File: config.mk
export PLATFORM = sky130hd
export DESIGN_NAME = water_level_rate_tracker_flat
export DESIGN_NICKNAME = d
export VERILOG_FILES = /design/src/sv/wlrt_pkg.sv /design/src/sv/wlrt_if.sv /design/src/sv/wlrt_div.sv /design/src/sv/wlrt_dp.sv /design/src/sv/wlrt_ctrl.sv /design/src/sv/water_level_rate_tracker.sv /design/src/flat_wrapper.sv
export VERILOG_INCLUDE_DIRS = /design/src /design/src/sv
export SDC_FILE = /design/constraint.sdc
export NUM_CORES = 2
export LEC_CHECK = 0
export BUFFER_PORTS_ARGS = -buffer_cell sky130_fd_sc_hd__buf_2
export CAP_MARGIN = 30
export CORE_AREA = 2 2 484 438
export CTS_BUF_LIST = sky130_fd_sc_hd__clkbuf_16
export CTS_CLUSTER_SIZE = 25
export DETAILED_ROUTE_END_ITERATION = 10
export DIE_AREA = 0 0 486 440
export SYNTH_ARGS = -nofsm -noshare
export SYNTH_HDL_FRONTEND = slang
export SYNTH_SLANG_ARGS = --single-unit
export TNS_END_PERCENT = 50
File: constraint.sdc
create_clock -name i_clk -period 17.4 [get_ports i_clk]
set_input_delay 1.74 -clock i_clk [delete_from_list [all_inputs] [get_ports i_clk]]
set_output_delay 1.74 -clock i_clk [all_outputs]
set_load 0.01 [all_outputs]
File: src/sv/water_level_rate_tracker_macros.svh
// Assertion macros for the water level rate tracker.
// Each macro expects i_clk and i_rst_n in scope where it is used.
`ifndef WATER_LEVEL_RATE_TRACKER_MACROS_SVH
`define WATER_LEVEL_RATE_TRACKER_MACROS_SVH

// Same-cycle implication, quiet during reset
`define WLRT_ASSERT_NOW(label, ante, cons, msg) \
    label: assert property (@(posedge i_clk) disable iff (!i_rst_n) (ante) |-> (cons)) \
        else $error(msg);

// Next-cycle implication, quiet during reset
`define WLRT_ASSERT_NEXT(label, ante, cons, msg) \
    label: assert property (@(posedge i_clk) disable iff (!i_rst_n) (ante) |=> (cons)) \
        else $error(msg);

`endif

File: src/sv/wlrt_pkg.sv
// Shared types and constants for the water level rate tracker.
// No dependencies; the other files, apart from the assertion macros, refer to this package by scoped names.
`timescale 1ns / 1ps

package wlrt_pkg;

    // field widths
    localparam int ECHO_W     = 15;
    localparam int ELAPSED_W  = 24;
    localparam int LEVEL_W    = 16;
    localparam int VEL_W      = 24;
    localparam int SLEEP_W    = 16;
    localparam int DIST_W     = 18;
    localparam int COV_W      = 24;
    localparam int NOISE_W    = 24;
    localparam int CFG_IDX_W  = 3;
    localparam int CFG_DATA_W = 24;

    // arithmetic unit widths
    localparam int DIV_NUM_W = 41;
    localparam int DIV_DEN_W = 26;
    localparam int MUL_A_W   = 25;
    localparam int MUL_B_W   = 17;
    localparam int PROD_W    = 42;
    localparam int GAIN_W    = 17;

    // echo width to distance: us * 4456 >> 10 gives cm in Q8
    localparam logic [12:0] DIST_SCALE = 13'd4456;
    localparam int          DIST_SHIFT = 10;
    localparam logic [15:0] MS_PER_MIN = 16'd60000;
    localparam logic [COV_W-1:0]  COV_ONE  = 24'd65536;
    localparam logic [GAIN_W-1:0] GAIN_ONE = 17'd65536;
    localparam int MIN_VALID = 3;

    // register reset values
    localparam logic [15:0] RST_FULL_HEIGHT = 16'd51200;
    localparam logic [23:0] RST_PROC_NOISE  = 24'd3277;
    localparam logic [23:0] RST_SENS_NOISE  = 24'd131072;
    localparam logic [15:0] RST_SPEED_LIMIT = 16'd256;
    localparam logic [15:0] RST_SLEEP_LONG  = 16'd15;
    localparam logic [15:0] RST_SLEEP_SHORT = 16'd5;
    localparam logic [15:0] RST_INTERVAL    = 16'd5000;

    typedef enum logic [CFG_IDX_W-1:0] {
        REG_FULL_HEIGHT    = 3'd0,
        REG_PROCESS_NOISE  = 3'd1,
        REG_SENSOR_NOISE   = 3'd2,
        REG_SPEED_LIMIT    = 3'd3,
        REG_SLEEP_LONGEST  = 3'd4,
        REG_SLEEP_SHORTEST = 3'd5,
        REG_SPEED_INTERVAL = 3'd6
    } t_reg_idx;

    // datapath operations issued by the controller
    typedef enum logic [4:0] {
        OP_NONE,
        OP_CLOSE,
        OP_SEED,
        OP_INVAL,
        OP_KPREP,
        OP_KDIV,
        OP_KGAIN,
        OP_KMUL,
        OP_KEST,
        OP_KCOV,
        OP_VCHK,
        OP_VDIV,
        OP_VSAT,
        OP_DEC,
        OP_SDIV,
        OP_SFIN,
        OP_LOAD
    } t_op;

    typedef struct packed {
        logic accept;
        t_op  op;
    } t_cmd;

    typedef struct packed {
        logic seeded;
        logic ok;
        logic div_done;
        logic vel_due;
        logic active;
    } t_status;

endpackage

File: src/sv/wlrt_if.sv
// Channel interfaces for the water level rate tracker: echoes in, results out,
// register writes. Depends on wlrt_pkg for field widths.
`timescale 1ns / 1ps

interface wlrt_in_if;
    logic                            valid;
    logic                            ready;
    logic [wlrt_pkg::ECHO_W-1:0]     echo_us;
    logic                            burst_end;
    logic [wlrt_pkg::ELAPSED_W-1:0]  elapsed_ms;

    modport source (output valid, echo_us, burst_end, elapsed_ms, input ready);
    modport sink   (input valid, echo_us, burst_end, elapsed_ms, output ready);
endinterface

interface wlrt_out_if;
    logic                                valid;
    logic                                ready;
    logic                                reading_ok;
    logic                                first_measure;
    logic [wlrt_pkg::LEVEL_W-1:0]        level;
    logic signed [wlrt_pkg::VEL_W-1:0]   velocity;
    logic                                stay_active;
    logic [wlrt_pkg::SLEEP_W-1:0]        sleep_seconds;

    modport source (output valid, reading_ok, first_measure, level, velocity,
                    stay_active, sleep_seconds, input ready);
    modport sink   (input valid, reading_ok, first_measure, level, velocity,
                    stay_active, sleep_seconds, output ready);
endinterface

interface wlrt_cfg_if;
    logic                             valid;
    logic                             ready;
    logic [wlrt_pkg::CFG_IDX_W-1:0]   index;
    logic [wlrt_pkg::CFG_DATA_W-1:0]  data;

    modport source (output valid, index, data, input ready);
    modport sink   (input valid, index, data, output ready);
endinterface

File: src/sv/wlrt_div.sv
// Restoring divider, one quotient bit per cycle.
// Depends on wlrt_pkg for operand widths.
`timescale 1ns / 1ps

module wlrt_div (
    input  logic                             i_clk,
    input  logic                             i_rst_n,
    input  logic                             i_start,
    input  logic [wlrt_pkg::DIV_NUM_W-1:0]   i_num,
    input  logic [wlrt_pkg::DIV_DEN_W-1:0]   i_den,
    output logic                             o_done,
    output logic [wlrt_pkg::DIV_NUM_W-1:0]   o_quo
);
    localparam int NUM_W = wlrt_pkg::DIV_NUM_W;
    localparam int DEN_W = wlrt_pkg::DIV_DEN_W;
    localparam int CNT_W = $clog2(NUM_W + 1);

    logic             r_busy;
    logic             r_done;
    logic [CNT_W-1:0] r_cnt;
    logic [DEN_W-1:0] r_rem;
    logic [DEN_W-1:0] r_den;
    logic [NUM_W-1:0] r_quo;

    logic [DEN_W:0] rem_sh;
    logic [DEN_W:0] rem_sub;
    logic           take;

    // shift in the next numerator bit and trial-subtract
    always_comb begin
        rem_sh  = {r_rem, r_quo[NUM_W-1]};
        take    = rem_sh >= {1'b0, r_den};
        rem_sub = rem_sh - {1'b0, r_den};
    end

    // sequencing
    always_ff @(posedge i_clk) begin
        if (!i_rst_n) begin
            r_busy <= 1'b0;
            r_done <= 1'b0;
            r_cnt  <= '0;
        end else begin
            r_done <= 1'b0;
            if (i_start) begin
                r_busy <= 1'b1;
                r_cnt  <= CNT_W'(NUM_W);
            end else if (r_busy) begin
                r_cnt <= r_cnt - 1'b1;
                if (r_cnt == CNT_W'(1)) begin
                    r_busy <= 1'b0;
                    r_done <= 1'b1;
                end
            end
        end
    end

    // remainder and quotient shift register
    always_ff @(posedge i_clk) begin
        if (i_start) begin
            r_rem <= '0;
            r_den <= i_den;
            r_quo <= i_num;
        end else if (r_busy) begin
            r_rem <= take ? rem_sub[DEN_W-1:0] : rem_sh[DEN_W-1:0];
            r_quo <= {r_quo[NUM_W-2:0], take};
        end
    end

    assign o_done = r_done;
    assign o_quo  = r_quo;

endmodule

File: src/sv/wlrt_dp.sv
// Datapath: sorted echo store, filter state, shared multiplier, divider and
// result registers. Depends on wlrt_pkg and wlrt_div.
`timescale 1ns / 1ps

module wlrt_dp #(
    parameter int BURST_LEN = 5
) (
    input  logic                                 i_clk,
    input  logic                                 i_rst_n,
    input  wlrt_pkg::t_cmd                       i_cmd,
    output wlrt_pkg::t_status                    o_status,
    input  logic [wlrt_pkg::ECHO_W-1:0]          i_echo_us,
    input  logic [wlrt_pkg::ELAPSED_W-1:0]       i_elapsed_ms,
    input  logic                                 i_cfg_we,
    input  logic [wlrt_pkg::CFG_IDX_W-1:0]       i_cfg_index,
    input  logic [wlrt_pkg::CFG_DATA_W-1:0]      i_cfg_data,
    output logic                                 o_reading_ok,
    output logic                                 o_first_measure,
    output logic [wlrt_pkg::LEVEL_W-1:0]         o_level,
    output logic signed [wlrt_pkg::VEL_W-1:0]    o_velocity,
    output logic                                 o_stay_active,
    output logic [wlrt_pkg::SLEEP_W-1:0]         o_sleep_seconds
);
    localparam int IDX_W  = $clog2(BURST_LEN);
    localparam int CNT_W  = $clog2(BURST_LEN + 1);
    localparam int DIST_W = wlrt_pkg::DIST_W;
    localparam int PROD_W = wlrt_pkg::PROD_W;
    localparam int NUM_W  = wlrt_pkg::DIV_NUM_W;
    localparam int DEN_W  = wlrt_pkg::DIV_DEN_W;
    localparam int GAIN_W = wlrt_pkg::GAIN_W;
    localparam int VEL_W  = wlrt_pkg::VEL_W;

    function automatic logic [15:0] clamp_level(input logic [DIST_W-1:0] d,
                                                input logic [15:0] h);
        logic [15:0] lv;
        if (d > {2'b00, h}) lv = '0;
        else                lv = h - d[15:0];
        return lv;
    endfunction

    // configuration registers
    logic [15:0] r_full, r_limit, r_long, r_short, r_interval;
    logic [23:0] r_q, r_r;

    // burst store and counters
    logic [DIST_W-1:0] r_store [BURST_LEN];
    logic [CNT_W-1:0]  r_vcnt, r_scnt;

    // filter state
    logic              r_seeded;
    logic [DIST_W-1:0] r_est;
    logic [23:0]       r_cov;
    logic [15:0]       r_ref;
    logic [VEL_W-1:0]  r_held;

    // working registers
    logic              r_ok;
    logic [DIST_W-1:0] r_median;
    logic [23:0]       r_elapsed;
    logic [24:0]       r_p;
    logic [DEN_W-1:0]  r_den;
    logic              r_dneg;
    logic [DIST_W-1:0] r_dmag;
    logic [GAIN_W-1:0] r_k;
    logic [PROD_W-1:0] r_prod;
    logic [15:0]       r_level;
    logic              r_vneg;
    logic [VEL_W-1:0]  r_v;

    // result and output registers
    logic              r_res_ok, r_res_first, r_res_active;
    logic [15:0]       r_res_level, r_res_sleep;
    logic [VEL_W-1:0]  r_res_v;
    logic              r_out_ok, r_out_first, r_out_active;
    logic [15:0]       r_out_level, r_out_sleep;
    logic [VEL_W-1:0]  r_out_v;

    // echo distance and sorted insertion
    logic [27:0]         dist_full;
    logic [DIST_W-1:0]   echo_dist;
    logic [BURST_LEN-1:0] le;
    logic [DIST_W-1:0]   n_store [BURST_LEN];
    logic                store_en;

    always_comb begin
        dist_full = 28'(i_echo_us) * 28'(wlrt_pkg::DIST_SCALE);
        echo_dist = dist_full[27:wlrt_pkg::DIST_SHIFT];
        store_en  = i_cmd.accept && (r_scnt < CNT_W'(BURST_LEN)) && (i_echo_us != '0)
                    && (r_vcnt < CNT_W'(BURST_LEN));
        for (int i = 0; i < BURST_LEN; i++) begin
            le[i] = (CNT_W'(i) < r_vcnt) && (r_store[i] <= echo_dist);
        end
        n_store[0] = le[0] ? r_store[0] : echo_dist;
        for (int i = 1; i < BURST_LEN; i++) begin
            if (le[i])            n_store[i] = r_store[i];
            else if (le[i-1])     n_store[i] = echo_dist;
            else                  n_store[i] = r_store[i-1];
        end
    end

    // shared multiplier operands
    logic [wlrt_pkg::MUL_A_W-1:0] mul_a;
    logic [wlrt_pkg::MUL_B_W-1:0] mul_b;
    logic [PROD_W-1:0]            mul_p;

    // divider
    logic             div_start, div_done;
    logic [NUM_W-1:0] div_num, div_quo;
    logic [DEN_W-1:0] div_den;

    // miscellaneous combinational values
    logic [IDX_W-1:0]         mid;
    logic [CNT_W-1:0]         half;
    logic [DIST_W-1:0]        seed_med;
    logic [15:0]              seed_lvl;
    logic [24:0]              p_sum;
    logic [DIST_W:0]          kdiff;
    logic signed [43:0]       sprod, kstep, enext;
    logic [DIST_W-1:0]        est_next;
    logic [PROD_W:0]          cov_sum;
    logic [26:0]              cov_c;
    logic [16:0]              dlev;
    logic [15:0]              dlev_mag;
    logic [23:0]              dt;
    logic [VEL_W-1:0]         v_sat;
    logic [VEL_W-1:0]         vmag;
    logic                     vel_due, active;
    logic [15:0]              sdiff, sleep_fin;

    always_comb begin
        half     = r_vcnt >> 1;
        mid      = half[IDX_W-1:0];
        seed_med = r_ok ? r_median : {2'b00, r_full};
        seed_lvl = clamp_level(seed_med, r_full);
        p_sum    = {1'b0, r_cov} + {1'b0, r_q};
        kdiff    = {1'b0, r_median} - {1'b0, r_est};

        // signed correction, rounded half up, then clamped to the estimate range
        sprod    = r_dneg ? -$signed({2'b00, r_prod}) : $signed({2'b00, r_prod});
        kstep    = (sprod + 44'sd32768) >>> 16;
        enext    = $signed({26'b0, r_est}) + kstep;
        if (enext < 44'sd0)                       est_next = '0;
        else if (enext > $signed({26'b0, {DIST_W{1'b1}}})) est_next = '1;
        else                                      est_next = enext[DIST_W-1:0];

        cov_sum  = {1'b0, r_prod} + (PROD_W+1)'(32768);
        cov_c    = cov_sum[42:16];

        dlev     = {1'b0, r_level} - {1'b0, r_ref};
        dlev_mag = dlev[16] ? 16'(-dlev) : dlev[15:0];
        dt       = (r_elapsed == '0) ? 24'd1 : r_elapsed;
        vel_due  = r_elapsed >= {8'b0, r_interval};

        // saturate the rounded quotient with its sign
        if (r_vneg) begin
            v_sat = (div_quo > NUM_W'(24'h800000)) ? 24'h800000 : (24'd0 - div_quo[23:0]);
        end else begin
            v_sat = (div_quo > NUM_W'(24'h7FFFFF)) ? 24'h7FFFFF : div_quo[23:0];
        end

        vmag     = r_v[VEL_W-1] ? (24'd0 - r_v) : r_v;
        active   = vmag >= {8'b0, r_limit};
        sdiff    = (r_long >= r_short) ? (r_long - r_short) : (r_short - r_long);
        sleep_fin = (r_long >= r_short) ? (r_long - div_quo[15:0])
                                        : (r_long + div_quo[15:0]);
    end

    // multiplier operand selection
    always_comb begin
        case (i_cmd.op)
            wlrt_pkg::OP_KMUL: begin
                mul_a = 25'(r_dmag);
                mul_b = r_k;
            end
            wlrt_pkg::OP_KEST: begin
                mul_a = r_p;
                mul_b = wlrt_pkg::GAIN_ONE - r_k;
            end
            wlrt_pkg::OP_VCHK: begin
                mul_a = 25'(dlev_mag);
                mul_b = 17'(wlrt_pkg::MS_PER_MIN);
            end
            wlrt_pkg::OP_DEC: begin
                mul_a = 25'(sdiff);
                mul_b = 17'(vmag[15:0]);
            end
            default: begin
                mul_a = '0;
                mul_b = '0;
            end
        endcase
        mul_p = PROD_W'(mul_a) * PROD_W'(mul_b);
    end

    // divider operand selection
    always_comb begin
        div_start = 1'b0;
        div_num   = '0;
        div_den   = '0;
        case (i_cmd.op)
            wlrt_pkg::OP_KDIV: begin
                div_start = 1'b1;
                div_num   = {r_p, 16'b0};
                div_den   = r_den;
            end
            wlrt_pkg::OP_VDIV: begin
                div_start = 1'b1;
                div_num   = NUM_W'(r_prod[32:0]) + NUM_W'(dt >> 1);
                div_den   = DEN_W'(dt);
            end
            wlrt_pkg::OP_SDIV: begin
                div_start = 1'b1;
                div_num   = NUM_W'(r_prod);
                div_den   = DEN_W'(r_limit);
            end
            default: begin
                div_start = 1'b0;
            end
        endcase
    end

    wlrt_div u_div (
        .i_clk   (i_clk),
        .i_rst_n (i_rst_n),
        .i_start (div_start),
        .i_num   (div_num),
        .i_den   (div_den),
        .o_done  (div_done),
        .o_quo   (div_quo)
    );

    // configuration, counters and filter state
    always_ff @(posedge i_clk) begin
        if (!i_rst_n) begin
            r_full     <= wlrt_pkg::RST_FULL_HEIGHT;
            r_q        <= wlrt_pkg::RST_PROC_NOISE;
            r_r        <= wlrt_pkg::RST_SENS_NOISE;
            r_limit    <= wlrt_pkg::RST_SPEED_LIMIT;
            r_long     <= wlrt_pkg::RST_SLEEP_LONG;
            r_short    <= wlrt_pkg::RST_SLEEP_SHORT;
            r_interval <= wlrt_pkg::RST_INTERVAL;
            r_vcnt     <= '0;
            r_scnt     <= '0;
            r_seeded   <= 1'b0;
            r_est      <= '0;
            r_cov      <= wlrt_pkg::COV_ONE;
            r_ref      <= '0;
            r_held     <= '0;
        end else begin
            if (i_cfg_we) begin
                case (wlrt_pkg::t_reg_idx'(i_cfg_index))
                    wlrt_pkg::REG_FULL_HEIGHT:    r_full     <= i_cfg_data[15:0];
                    wlrt_pkg::REG_PROCESS_NOISE:  r_q        <= i_cfg_data;
                    wlrt_pkg::REG_SENSOR_NOISE:   r_r        <= i_cfg_data;
                    wlrt_pkg::REG_SPEED_LIMIT:    r_limit    <= i_cfg_data[15:0];
                    wlrt_pkg::REG_SLEEP_LONGEST:  r_long     <= i_cfg_data[15:0];
                    wlrt_pkg::REG_SLEEP_SHORTEST: r_short    <= i_cfg_data[15:0];
                    wlrt_pkg::REG_SPEED_INTERVAL: r_interval <= i_cfg_data[15:0];
                    default: ;
                endcase
            end
            if (i_cmd.accept && (r_scnt < CNT_W'(BURST_LEN))) begin
                r_scnt <= r_scnt + 1'b1;
                if (store_en) r_vcnt <= r_vcnt + 1'b1;
            end
            case (i_cmd.op)
                wlrt_pkg::OP_CLOSE: begin
                    r_vcnt <= '0;
                    r_scnt <= '0;
                end
                wlrt_pkg::OP_SEED: begin
                    r_est    <= seed_med;
                    r_cov    <= wlrt_pkg::COV_ONE;
                    r_ref    <= seed_lvl;
                    r_held   <= '0;
                    r_seeded <= 1'b1;
                end
                wlrt_pkg::OP_KEST: r_est <= est_next;
                wlrt_pkg::OP_KCOV: r_cov <= (cov_c > 27'hFFFFFF) ? 24'hFFFFFF : cov_c[23:0];
                wlrt_pkg::OP_VSAT: begin
                    r_held <= v_sat;
                    r_ref  <= r_level;
                end
                default: ;
            endcase
        end
    end

    // store insertion, working values and results
    always_ff @(posedge i_clk) begin
        if (store_en) begin
            for (int i = 0; i < BURST_LEN; i++) r_store[i] <= n_store[i];
        end
        if (i_cmd.accept) r_elapsed <= i_elapsed_ms;
        case (i_cmd.op)
            wlrt_pkg::OP_CLOSE: begin
                r_ok     <= r_vcnt >= CNT_W'(wlrt_pkg::MIN_VALID);
                r_median <= r_store[mid];
            end
            wlrt_pkg::OP_SEED: begin
                r_res_ok     <= r_ok;
                r_res_first  <= 1'b1;
                r_res_level  <= seed_lvl;
                r_res_v      <= '0;
                r_res_active <= 1'b0;
                r_res_sleep  <= r_long;
            end
            wlrt_pkg::OP_INVAL: begin
                r_res_ok     <= 1'b0;
                r_res_first  <= 1'b0;
                r_res_level  <= '0;
                r_res_v      <= '0;
                r_res_active <= 1'b0;
                r_res_sleep  <= r_short;
            end
            wlrt_pkg::OP_KPREP: begin
                r_p    <= p_sum;
                r_den  <= {1'b0, p_sum} + {2'b00, r_r};
                r_dneg <= kdiff[DIST_W];
                r_dmag <= kdiff[DIST_W] ? DIST_W'(-kdiff) : kdiff[DIST_W-1:0];
            end
            wlrt_pkg::OP_KGAIN: r_k <= (r_den == '0) ? '0 : div_quo[GAIN_W-1:0];
            wlrt_pkg::OP_KMUL:  r_prod <= mul_p;
            wlrt_pkg::OP_KEST:  r_prod <= mul_p;
            wlrt_pkg::OP_KCOV: begin
                r_level     <= clamp_level(r_est, r_full);
                r_res_level <= clamp_level(r_est, r_full);
                r_res_ok    <= 1'b1;
                r_res_first <= 1'b0;
            end
            wlrt_pkg::OP_VCHK: begin
                r_prod <= mul_p;
                r_vneg <= dlev[16];
                if (!vel_due) r_v <= r_held;
            end
            wlrt_pkg::OP_VSAT: r_v <= v_sat;
            wlrt_pkg::OP_DEC: begin
                r_prod       <= mul_p;
                r_res_v      <= r_v;
                r_res_active <= active;
                r_res_sleep  <= '0;
            end
            wlrt_pkg::OP_SFIN: r_res_sleep <= sleep_fin;
            wlrt_pkg::OP_LOAD: begin
                r_out_ok     <= r_res_ok;
                r_out_first  <= r_res_first;
                r_out_level  <= r_res_level;
                r_out_v      <= r_res_v;
                r_out_active <= r_res_active;
                r_out_sleep  <= r_res_sleep;
            end
            default: ;
        endcase
    end

    assign o_status.seeded   = r_seeded;
    assign o_status.ok       = r_ok;
    assign o_status.div_done = div_done;
    assign o_status.vel_due  = vel_due;
    assign o_status.active   = active;

    assign o_reading_ok    = r_out_ok;
    assign o_first_measure = r_out_first;
    assign o_level         = r_out_level;
    assign o_velocity      = $signed(r_out_v);
    assign o_stay_active   = r_out_active;
    assign o_sleep_seconds = r_out_sleep;

endmodule

File: src/sv/wlrt_ctrl.sv
// Controller: sequences burst closing, filter update, velocity and sleep
// decision, and owns the echo and result handshakes. Depends on wlrt_pkg.
`timescale 1ns / 1ps

module wlrt_ctrl (
    input  logic              i_clk,
    input  logic              i_rst_n,
    input  logic              i_in_valid,
    input  logic              i_in_last,
    output logic              o_in_ready,
    output logic              o_out_valid,
    input  logic              i_out_ready,
    input  wlrt_pkg::t_status i_status,
    output wlrt_pkg::t_cmd    o_cmd
);
    typedef enum logic [4:0] {
        S_IDLE, S_CLOSE, S_BRANCH, S_SEED, S_INVAL,
        S_KPREP, S_KDIV, S_KWAIT, S_KGAIN, S_KMUL, S_KEST, S_KCOV,
        S_VCHK, S_VDIV, S_VWAIT, S_VSAT, S_DEC,
        S_SDIV, S_SWAIT, S_SFIN, S_OUT
    } t_state;

    t_state r_state, n_state;
    logic   r_out_valid;
    logic   accept, out_free;

    assign o_in_ready = (r_state == S_IDLE);
    assign accept     = i_in_valid && o_in_ready;
    assign out_free   = !r_out_valid || i_out_ready;

    // next state and command
    always_comb begin
        n_state      = r_state;
        o_cmd.accept = accept;
        o_cmd.op     = wlrt_pkg::OP_NONE;
        case (r_state)
            S_IDLE:   if (accept && i_in_last) n_state = S_CLOSE;
            S_CLOSE: begin
                o_cmd.op = wlrt_pkg::OP_CLOSE;
                n_state  = S_BRANCH;
            end
            S_BRANCH: begin
                if (!i_status.seeded)  n_state = S_SEED;
                else if (!i_status.ok) n_state = S_INVAL;
                else                   n_state = S_KPREP;
            end
            S_SEED: begin
                o_cmd.op = wlrt_pkg::OP_SEED;
                n_state  = S_OUT;
            end
            S_INVAL: begin
                o_cmd.op = wlrt_pkg::OP_INVAL;
                n_state  = S_OUT;
            end
            S_KPREP: begin
                o_cmd.op = wlrt_pkg::OP_KPREP;
                n_state  = S_KDIV;
            end
            S_KDIV: begin
                o_cmd.op = wlrt_pkg::OP_KDIV;
                n_state  = S_KWAIT;
            end
            S_KWAIT:  if (i_status.div_done) n_state = S_KGAIN;
            S_KGAIN: begin
                o_cmd.op = wlrt_pkg::OP_KGAIN;
                n_state  = S_KMUL;
            end
            S_KMUL: begin
                o_cmd.op = wlrt_pkg::OP_KMUL;
                n_state  = S_KEST;
            end
            S_KEST: begin
                o_cmd.op = wlrt_pkg::OP_KEST;
                n_state  = S_KCOV;
            end
            S_KCOV: begin
                o_cmd.op = wlrt_pkg::OP_KCOV;
                n_state  = S_VCHK;
            end
            S_VCHK: begin
                o_cmd.op = wlrt_pkg::OP_VCHK;
                n_state  = i_status.vel_due ? S_VDIV : S_DEC;
            end
            S_VDIV: begin
                o_cmd.op = wlrt_pkg::OP_VDIV;
                n_state  = S_VWAIT;
            end
            S_VWAIT:  if (i_status.div_done) n_state = S_VSAT;
            S_VSAT: begin
                o_cmd.op = wlrt_pkg::OP_VSAT;
                n_state  = S_DEC;
            end
            S_DEC: begin
                o_cmd.op = wlrt_pkg::OP_DEC;
                n_state  = i_status.active ? S_OUT : S_SDIV;
            end
            S_SDIV: begin
                o_cmd.op = wlrt_pkg::OP_SDIV;
                n_state  = S_SWAIT;
            end
            S_SWAIT:  if (i_status.div_done) n_state = S_SFIN;
            S_SFIN: begin
                o_cmd.op = wlrt_pkg::OP_SFIN;
                n_state  = S_OUT;
            end
            S_OUT: begin
                if (out_free) begin
                    o_cmd.op = wlrt_pkg::OP_LOAD;
                    n_state  = S_IDLE;
                end
            end
            default:  n_state = S_IDLE;
        endcase
    end

    // state and output valid
    always_ff @(posedge i_clk) begin
        if (!i_rst_n) begin
            r_state     <= S_IDLE;
            r_out_valid <= 1'b0;
        end else begin
            r_state <= n_state;
            if (r_state == S_OUT && out_free) r_out_valid <= 1'b1;
            else if (i_out_ready)             r_out_valid <= 1'b0;
        end
    end

    assign o_out_valid = r_out_valid;

endmodule

File: src/sv/water_level_rate_tracker.sv
// Water level rate tracker: echoes that do not close a burst are taken back to back.
// A closing echo holds the input until its result is staged: through seeding or invalidation,
// or through a full update, in which the divider runs up to three times.
// Echoes are taken while a finished result waits in the output register.
// Synchronous active-low reset loads register defaults and clears filter state.
// Depends on wlrt_pkg, wlrt_if, wlrt_ctrl, wlrt_dp and the assertion macros.
`timescale 1ns / 1ps
`include "water_level_rate_tracker_macros.svh"

module water_level_rate_tracker #(
    parameter int BURST_LEN = 5
) (
    input  logic        i_clk,
    input  logic        i_rst_n,
    wlrt_in_if.sink     i_echo,
    wlrt_out_if.source  o_result,
    wlrt_cfg_if.sink    i_cfg
);
    wlrt_pkg::t_cmd    cmd;
    wlrt_pkg::t_status status;

    // registers accept a write in any cycle
    assign i_cfg.ready = 1'b1;

    wlrt_ctrl u_ctrl (
        .i_clk       (i_clk),
        .i_rst_n     (i_rst_n),
        .i_in_valid  (i_echo.valid),
        .i_in_last   (i_echo.burst_end),
        .o_in_ready  (i_echo.ready),
        .o_out_valid (o_result.valid),
        .i_out_ready (o_result.ready),
        .i_status    (status),
        .o_cmd       (cmd)
    );

    wlrt_dp #(
        .BURST_LEN (BURST_LEN)
    ) u_dp (
        .i_clk           (i_clk),
        .i_rst_n         (i_rst_n),
        .i_cmd           (cmd),
        .o_status        (status),
        .i_echo_us       (i_echo.echo_us),
        .i_elapsed_ms    (i_echo.elapsed_ms),
        .i_cfg_we        (i_cfg.valid && i_cfg.ready),
        .i_cfg_index     (i_cfg.index),
        .i_cfg_data      (i_cfg.data),
        .o_reading_ok    (o_result.reading_ok),
        .o_first_measure (o_result.first_measure),
        .o_level         (o_result.level),
        .o_velocity      (o_result.velocity),
        .o_stay_active   (o_result.stay_active),
        .o_sleep_seconds (o_result.sleep_seconds)
    );

    // a closing echo stops further transfers until its result is staged
    `WLRT_ASSERT_NEXT(a_close_blocks, cmd.accept && i_echo.burst_end, !i_echo.ready, "echo taken during burst processing")
    // the divider only finishes while a burst is being processed
    `WLRT_ASSERT_NOW(a_div_busy, status.div_done, !i_echo.ready, "divider finished while idle")
    // staging a result always presents it
    `WLRT_ASSERT_NEXT(a_load_valid, cmd.op == wlrt_pkg::OP_LOAD, o_result.valid, "staged result not presented")

endmodule

File: src/flat_wrapper.sv
// flat-port wrapper written by rule: the top's interface ports become plain ports
module water_level_rate_tracker_flat 
#(
    parameter int BURST_LEN = 5
)
  (i_clk, i_rst_n, i_echo_valid, i_echo_echo_us, i_echo_burst_end, i_echo_elapsed_ms, i_echo_ready, o_result_valid, o_result_reading_ok, o_result_first_measure, o_result_level, o_result_velocity, o_result_stay_active, o_result_sleep_seconds, o_result_ready, i_cfg_valid, i_cfg_index, i_cfg_data, i_cfg_ready);
  wlrt_in_if i_echo_i ();
  wlrt_out_if o_result_i ();
  wlrt_cfg_if i_cfg_i ();
  input  logic i_clk;
  input  logic i_rst_n;
  input wire logic [$bits(i_echo_i.valid)-1:0] i_echo_valid;
  input wire logic [$bits(i_echo_i.echo_us)-1:0] i_echo_echo_us;
  input wire logic [$bits(i_echo_i.burst_end)-1:0] i_echo_burst_end;
  input wire logic [$bits(i_echo_i.elapsed_ms)-1:0] i_echo_elapsed_ms;
  output wire logic [$bits(i_echo_i.ready)-1:0] i_echo_ready;
  output wire logic [$bits(o_result_i.valid)-1:0] o_result_valid;
  output wire logic [$bits(o_result_i.reading_ok)-1:0] o_result_reading_ok;
  output wire logic [$bits(o_result_i.first_measure)-1:0] o_result_first_measure;
  output wire logic [$bits(o_result_i.level)-1:0] o_result_level;
  output wire logic [$bits(o_result_i.velocity)-1:0] o_result_velocity;
  output wire logic [$bits(o_result_i.stay_active)-1:0] o_result_stay_active;
  output wire logic [$bits(o_result_i.sleep_seconds)-1:0] o_result_sleep_seconds;
  input wire logic [$bits(o_result_i.ready)-1:0] o_result_ready;
  input wire logic [$bits(i_cfg_i.valid)-1:0] i_cfg_valid;
  input wire logic [$bits(i_cfg_i.index)-1:0] i_cfg_index;
  input wire logic [$bits(i_cfg_i.data)-1:0] i_cfg_data;
  output wire logic [$bits(i_cfg_i.ready)-1:0] i_cfg_ready;
  assign i_echo_i.valid = i_echo_valid;
  assign i_echo_i.echo_us = i_echo_echo_us;
  assign i_echo_i.burst_end = i_echo_burst_end;
  assign i_echo_i.elapsed_ms = i_echo_elapsed_ms;
  assign i_echo_ready = i_echo_i.ready;
  assign o_result_valid = o_result_i.valid;
  assign o_result_reading_ok = o_result_i.reading_ok;
  assign o_result_first_measure = o_result_i.first_measure;
  assign o_result_level = o_result_i.level;
  assign o_result_velocity = o_result_i.velocity;
  assign o_result_stay_active = o_result_i.stay_active;
  assign o_result_sleep_seconds = o_result_i.sleep_seconds;
  assign o_result_i.ready = o_result_ready;
  assign i_cfg_i.valid = i_cfg_valid;
  assign i_cfg_i.index = i_cfg_index;
  assign i_cfg_i.data = i_cfg_data;
  assign i_cfg_ready = i_cfg_i.ready;
  water_level_rate_tracker #(.BURST_LEN(BURST_LEN)) u_core (.i_clk(i_clk), .i_rst_n(i_rst_n), .i_echo(i_echo_i), .o_result(o_result_i), .i_cfg(i_cfg_i));
endmodule
# --- Word level (Yosys, flattened, before mapping) ---
# Memories as Yosys holds them, arrays and structs flattened. A register that Yosys moved wholly into a read port is not among the register bits.
# Cells that the tools add are included.
classes:
  add_sub_neg: 24
  multipliers: 2
  n_lt_le_gt_ge: 24
  n_eq_ne: 49
  mux: 67
  bitwise: 2
  reduce_logical: 46
ops:
  columns: ["cell", "n"]
  rows:
  - ["$mux W18", 13]
  - ["$pmux W24 S2", 4]
  - ["$mux W24", 7]
  - ["$pmux W41 S3", 1]
  - ["$pmux W25 S4", 1]
  - ["$pmux W5 S19", 1]
  - ["$le A18 B18 Y1", 5]
  - ["$mux W41", 2]
  - ["$eq A5 B4 Y1 const B", 16]
  - ["$mux W16", 5]
  - ["$pmux W5 S16", 1]
  - ["$sub A16 B16 Y16", 5]
  - ["$pmux W26 S3", 1]
  - ["$pmux W17 S4", 1]
  - ["$pmux W16 S4", 1]
  - ["$ge A24 B16 Y1", 2]
  - ["$pmux W16 S3", 1]
  - ["$sub A1 B24 Y24 const A", 2]
  - ["$add A44 B17 Y44 const B", 1]
  - ["$mux W44", 1]
  - ["$neg A42 Y44", 1]
  - ["$add A42 B16 Y43 const B", 1]
  - ["$mul A25 B17 Y42", 1]
  - ["$gt A41 B23 Y1 const B", 1]
  - ["other kinds (62)", 139]
totals:
  regBits: 637
  ram_bits: 90
  input_bits: 72
  output_inout_bits: 62
  elab_cells: 261
  n_memories: 1
mem_list:
  columns: ["name", "depth", "word_bits", "rd", "rd_clocked_by_memory_dff", "wr", "line", "rtl"]
  rows:
  - ["u_core.u_dp.r_store", 5, 18, 6, 1, 5, "wlrt_dp.sv:46", "logic [DIST_W-1:0] r_store [BURST_LEN];"]

# --- Longest topological paths before layout ---
logic_depth:
  ltp_word: 8
  mapped_depth: 44
  ltp_nobuf: 42

# --- By module ---
# From an unflattened synthesis, not the netlist that was laid out.
unflattened:
  cells_unflattened: 6895
  area_unflattened_um2: 63729.9
by_module_without_submodules:
  columns: ["module", "n_inst", "cells_per_inst", "area_each_um2", "seq_area_each_um2"]
  rows:
  - ["wlrt_dp", 1, 6273, 57296.2, 16445.8]
  - ["wlrt_div", 1, 520, 5646.7, 2692.6]
  - ["wlrt_ctrl", 1, 100, 775.7, 120.1]
  - ["water_level_rate_tracker", 1, 2, 11.3, 0.0]

# --- Least setup slack after synthesis ---
# OpenSTA, ideal clock, no wires.
synth_timing:
  kind: "register to register"
  startpoint: "reg u_core.u_dp.r_level[0]"
  endpoint: "reg u_core.u_dp.r_prod[40], data pin"
  setup_time_ns: 0.259
  arrival_time_ns: 9.898
  required_ns: 17.141
  slack_ns: 7.244
  stages_incl_launch_ff: 39
  path_buffers: 1
  synth_period_minus_slack_ns: 10.156
  cell_sequence: "edfxtp_1 -> inv_1 -> ha_1 -> fa_1 -> nor2b_1 -> o21ai_0 -> a21boi_0 -> nor2_1 -> or4_1 -> or4_1 -> or4b_2 -> o31ai_1 -> xnor2_1 -> o211ai_1 -> clkbuf_1 -> nand2_1 -> fa_1 -> fa_1 -> [3 not listed] -> fa_1 -> inv_1 -> fa_1 -> inv_1 -> ha_1 -> a21o_1 -> a21o_1 -> a21oi_1 -> nor2_1 -> a221o_1 -> o21ai_0 -> a21o_1 -> a21oi_1 -> a221o_1 -> o41ai_1 -> o21ai_0 -> o211ai_1 -> xnor2_1"
synth_between:
  elab_chain_cells: 5
synth_rtl:
  columns: ["element", "line", "rtl"]
  rows:
  - ["start: declaration", "wlrt_dp.sv:66", "logic [15:0] r_level;"]
  - ["start signal: assignment", "wlrt_dp.sv:326", "r_level <= clamp_level(r_est, r_full);"]
  - ["$sub A16 B16 Y17 (*)", "wlrt_dp.sv:149", "dlev = {1'b0, r_level} - {1'b0, r_ref};"]
  - ["$neg A16 Y16", "wlrt_dp.sv:150", "dlev_mag = dlev[16] ? 16'(-dlev) : dlev[15:0];"]
  - ["$mux W16 (*)", "wlrt_dp.sv:150", null]
  - ["$pmux W25 S4 (*)", "wlrt_dp.sv:170", "case (i_cmd.op)"]
  - ["$mul A25 B17 Y42 (*)", "wlrt_dp.sv:192", "mul_p = PROD_W'(mul_a) * PROD_W'(mul_b);"]
  - ["named net u_core.u_dp.mul_p[40]", "wlrt_dp.sv:104", "logic [PROD_W-1:0] mul_p;"]
  - ["end signal: assignment", "wlrt_dp.sv:323", "wlrt_pkg::OP_KMUL: r_prod <= mul_p;"]
  - ["end signal: assignment", "wlrt_dp.sv:324", "wlrt_pkg::OP_KEST: r_prod <= mul_p;"]
  - ["end signal: assignment", "wlrt_dp.sv:332", "r_prod <= mul_p;"]
  - ["end: declaration", "wlrt_dp.sv:65", "logic [PROD_W-1:0] r_prod;"]
# The timed path passes the listed nets; every way through them passes the cells marked *.
# A chain may end at the register's enable or synchronous reset.

# --- Final worst setup path ---
layout_timing:
  startpoint: "reg u_core.u_dp.r_long[0]"
  endpoint: "reg u_core.u_dp.r_prod[40], data pin"
layout_between:
  elab_chain_cells: 4
  word_cells_on_any_way: 6
  cone_classes: "add/sub: 2; mul: 1; order compare: 1; mux: 2"
layout_rtl:
  columns: ["element", "line", "rtl"]
  rows:
  - ["start: declaration", "wlrt_dp.sv:42", "logic [15:0] r_full, r_limit, r_long, r_short, r_interval;"]
  - ["start signal: assignment", "wlrt_dp.sv:239", "r_long <= wlrt_pkg::RST_SLEEP_LONG;"]
  - ["start signal: assignment", "wlrt_dp.sv:256", "wlrt_pkg::REG_SLEEP_LONGEST: r_long <= i_cfg_data[15:0];"]
  - ["$sub A16 B16 Y16 or $ge A16 B16 Y1 (tied branches)", "wlrt_dp.sv:163", "sdiff = (r_long >= r_short) ? (r_long - r_short) : (r_short - r_long);"]
  - ["$mux W16 (*)", "wlrt_dp.sv:163", null]
  - ["$pmux W25 S4 (*)", "wlrt_dp.sv:170", null]
  - ["$mul A25 B17 Y42 (*)", "wlrt_dp.sv:192", null]
  - ["named net u_core.u_dp.mul_p[40]", "wlrt_dp.sv:104", null]
# Marks and branches as above.

==> summary.md <==
| Metric | Value |
|---|---|
| Run status | `finished clean` |
| Core Footprint | `209,600 sq um` |
| Post_cts resized | `0` |
| Share of cells above drive strength 1 | `0.08124` |
| R2r setup slk | `between 5000 and 6000 ps` |
| Mapped Nets | `7,799` |
| Initial antenna violation count | `7` |
| Clk sink count | `727` |
| Area after DPL | `66,310 sq um` |
| Hold-fix buffers, CTS | `0` |
| Wire length per cell | `around 21 um` |
| Number of detailed-route iterations in the first pass | `7` |
| Largest net degree at the start of global routing | `between 90 and 100` |
| Net count, final | `just under 8,000` |
| Max Slew Vio Count | `0` |
| First-pass GRT wire length | `just over 300 mm` |
| Filler instances | `21,500` |
| Share of the synthesized area in the top cell type | `0.2266` |
| Detailed Place HPWL | `about 160 mm` |
| Final setup vio count | `0` |
| Largest family of logic cells by synthesized area | `adder cells` |
| CP Class | `flip-flop to flip-flop` |
| Top FF cell, synth | `edfxtp_1` |
| Crit-path most repeated cell | `fa_1` |
| CTS tree | `done` |
| I/O pin count | `roughly 130` |
| Tot GR Track Use | `0.1893` |
| Min cycle time layout | `around 12,000 ps` |
| Synth cell types | `103` |
| Max IR drop VDD | `0.08131 mV` |
| CTS buffer count | `86` |
| Area of the die | `about 210,000 sq um` |
| P_leak | `between 20 and 30 nW` |
| Adder-Cell Fraction of Synth Area | `0.2406` |
| Chip width | `486 um` |
| Clock Skews | `~54 ps` |
| Tcrit/Tclk final | `0.6612` |
| Max stage delay on crit path | `570 ps` |
| Critical path's slowest cell | `fa_1` |
| Synth Area in Simple Gates | `0.1571` |
| Slew margin rel. | `0.2961` |
| Detailed Route Iter0 Violations | `roughly 4,800` |
| I/O Buffers | `around 130` |
| Synth top area cells | `edfxtp_1, fa_1, ha_1` |
| PwrDens | `86.62 nW/um^2` |
| CTS Root Cell | `clkbuf_16` |
| Site row count | `160` |
| Setup bufs post-CTS | `0` |
| DRC violation count after routing | `0` |
| Setup crit start kind | `flip-flop` |
| Crit path max fanout | `27` |
| Ys async rst share | `0` |
| GRT Residual Overflow | `0` |
| Largest area contributor in the netlist | `edfxtp_1` |
| Worst Tran Pin Value | `about 1100 ps` |
| Synth Instances | `approximately 6,800` |
| P&R area growth vs syn | `11.24%` |
| Synth Area in Compound Gates | `0.1549` |
| Syn_area_per_cell | `between 9 and 10 sq um` |
| Clk Latency, worst-skew pair | `between 700 and 800 ps` |
| Routed Antenna Nets | `0` |
| Clk buf depth | `3` |
| DR vias | `a little over 50,000` |
| RSZ-0062 raised after global routing | `no` |
| Die H | `440 um` |
| CP Data Arrival Time | `11,950 ps` |
| Drt via density | `~5.3` |
| Post-synth EDFFs | `between 400 and 500` |
| Final Hold Vio Count | `0` |
| CP Data Required Time | `around 18,000 ps` |
| Ys Warns | `0` |
| Synth Register Bits | `approximately 730` |
| Total wire length | `around 200 mm` |
| XOR/XNOR Fraction of Synth Area | `0.05048` |
| Starting Density | `0.2972` |
| Final Instance Area | `~70,000 sq um` |
| Hold crit path type | `flip-flop to flip-flop` |
| Seq/Total Area, Yosys | `0.3092` |
| Clock transition at path regs | `around 60 ps` |
| H-tree lvl count | `3` |
| Final Wtd Congestion | `0.9574` |
| Setup TNS | `0 ps` |
| Vias in the first global route | `slightly below 50,000` |
| Max_cap viols | `0` |
| Cell area after synthesis | `62,290 sq um` |
| CP Capture Type | `flip-flop` |
| Multiplexer share of the synthesized area | `0.02097` |
| FMAX | `between 80 and 90 MHz` |
cell families (layout without fill, tap and decap cells):
family | Yosys count | after routing
other | 1 | 4
XOR/XNOR | 359 | 359
flip-flops | 727 | 727
multiplexers | 102 | 102
buffers and inverters | 1097 | 1192
AO/OA/AOI/OAI | 1430 | 1430
adder cells (fa/ha/maj) | 966 | 966
AND/OR/NAND/NOR | 2079 | 2079
per-stage QoR:
| step | instances | utilization | hold WS [ps] | power, mW | worst slack (ps) |
|---|---|---|---|---|---|
| 2_1_floorplan | 6761 | - | 400.3 | 3.519 | 7244 |
| 3_3_place_gp | 9434 | 0.3155 | 403.9 | 4.059 | 5961 |
| 3_5_place_dp | 9444 | 0.3163 | 404.5 | 4.110 | 6024 |
| 4_1_cts | 9606 | 0.3304 | 415.2 | 6.034 | 5937 |
| 5_1_grt | 9610 | 0.3306 | 423.9 | 6.354 | 5226 |
| 6_report | 9613 | 0.3306 | 414.5 | 6.002 | 5895 |
cells in the mapped netlist, types with 49 or more instances:
master / n
nand2_1: 951
inv_1: 780
ha_1: 580
edfxtp_1: 470
fa_1: 386
nor2_1: 306
o21ai_0: 301
clkbuf_1: 282
a21oi_1: 281
dfxtp_1: 257
xnor2_1: 233
and2_1: 149
a21boi_0: 140
xor2_1: 126
nand3_1: 110
a21o_1: 108
nor3_1: 105
nor2b_1: 78
a22oi_1: 66
nand2b_1: 65
nand4_1: 62
o21a_1: 59
or3_1: 58
and3_1: 49
flip-flops by register name, indices dropped and copies added, names as in the netlist, 25 cells and up:
| signal | cells |
|---|---|
| u_core.u_dp.r_store | 72 |
| u_core.u_dp.r_prod | 42 |
| u_core.u_dp.u_div.o_quo | 41 |
| u_core.u_dp.r_den | 26 |
| u_core.u_dp.u_div.r_den | 26 |
| u_core.u_dp.u_div.r_rem | 26 |
| u_core.u_dp.r_p | 25 |
per-layer routing:
layer,global-route usage,part of all wire
met1,0.2595,0.44
met2,0.2891,0.43
met3,0.03817,0.084
met4,0.08024,0.048
met5,0,0
power by group:
group / leakage [nW] / internal, mW / total (mW) / switching, mW
clock network: 1.48 / 1.08 / 1.90 / 0.819
logic: 21.1 / 0.811 / 1.99 / 1.18
registers: 6.35 / 2.00 / 2.11 / 0.107
total: 28.9 / 3.89 / 6.00 / 2.11
area by class of cell:
| class | count | area [sq um] | share of cell area |
|---|---|---|---|
| Sequential cell | 727 | 19260 | 0.2779 |
| Tap cell | 2754 | 3446 | 0.04973 |
| Multi-Input combinational cell | 4937 | 39060 | 0.5637 |
| Inverter | 782 | 2935 | 0.04236 |
| Clock inverter | 72 | 686.9 | 0.009913 |
| Clock buffer | 90 | 2252 | 0.03250 |
| Antenna cell | 3 | 7.507 | 0.0001083 |
| Timing Repair Buffer | 248 | 1648 | 0.02378 |
worst max-delay path, delay by kind of cell, from the launching register on:
| family | cells | cell delay [ps] |
|---|---|---|
| and+or+nand+nor | 2 | 200 |
| buffers and inverters | 7 | 1100 |
| adders and majority gates | 9 | 4000 |
| xor gates and xnor gates | 2 | 270 |
| DFF | 1 | 320 |
| muxes | 1 | 370 |
| AOI/OAI and AO/OA | 21 | 4910 |
placed cells by master, fill, tap and decap left out, types with 132 or more instances in the layout:
master / Yosys / layout
o21ai_0: 301 / 300
a21boi_0: 140 / 140
ha_1: 580 / 580
xnor2_1: 233 / 233
nand2_1: 951 / 950
a21oi_1: 281 / 281
dfxtp_1: 257 / 256
buf_2: 9 / 132
fa_1: 386 / 386
inv_1: 780 / 792
nor2_1: 306 / 302
and2_1: 149 / 148
edfxtp_1: 470 / 470
path summary, 6_finish.rpt:
kind                                     from                              end  depth (start not counted)
setup / recovery        u_core.u_dp.r_long[0]           u_core.u_dp.r_prod[40]                         42
hold / removal    u_core.u_dp.r_res_sleep[11]  u_core.u_dp.o_sleep_seconds[11]                          0
setup reg to reg        u_core.u_dp.r_long[0]           u_core.u_dp.r_prod[40]                         42
hold reg to reg   u_core.u_dp.r_res_sleep[11]  u_core.u_dp.o_sleep_seconds[11]                          0
No activity file was read; power rests on OpenSTA's default activity.
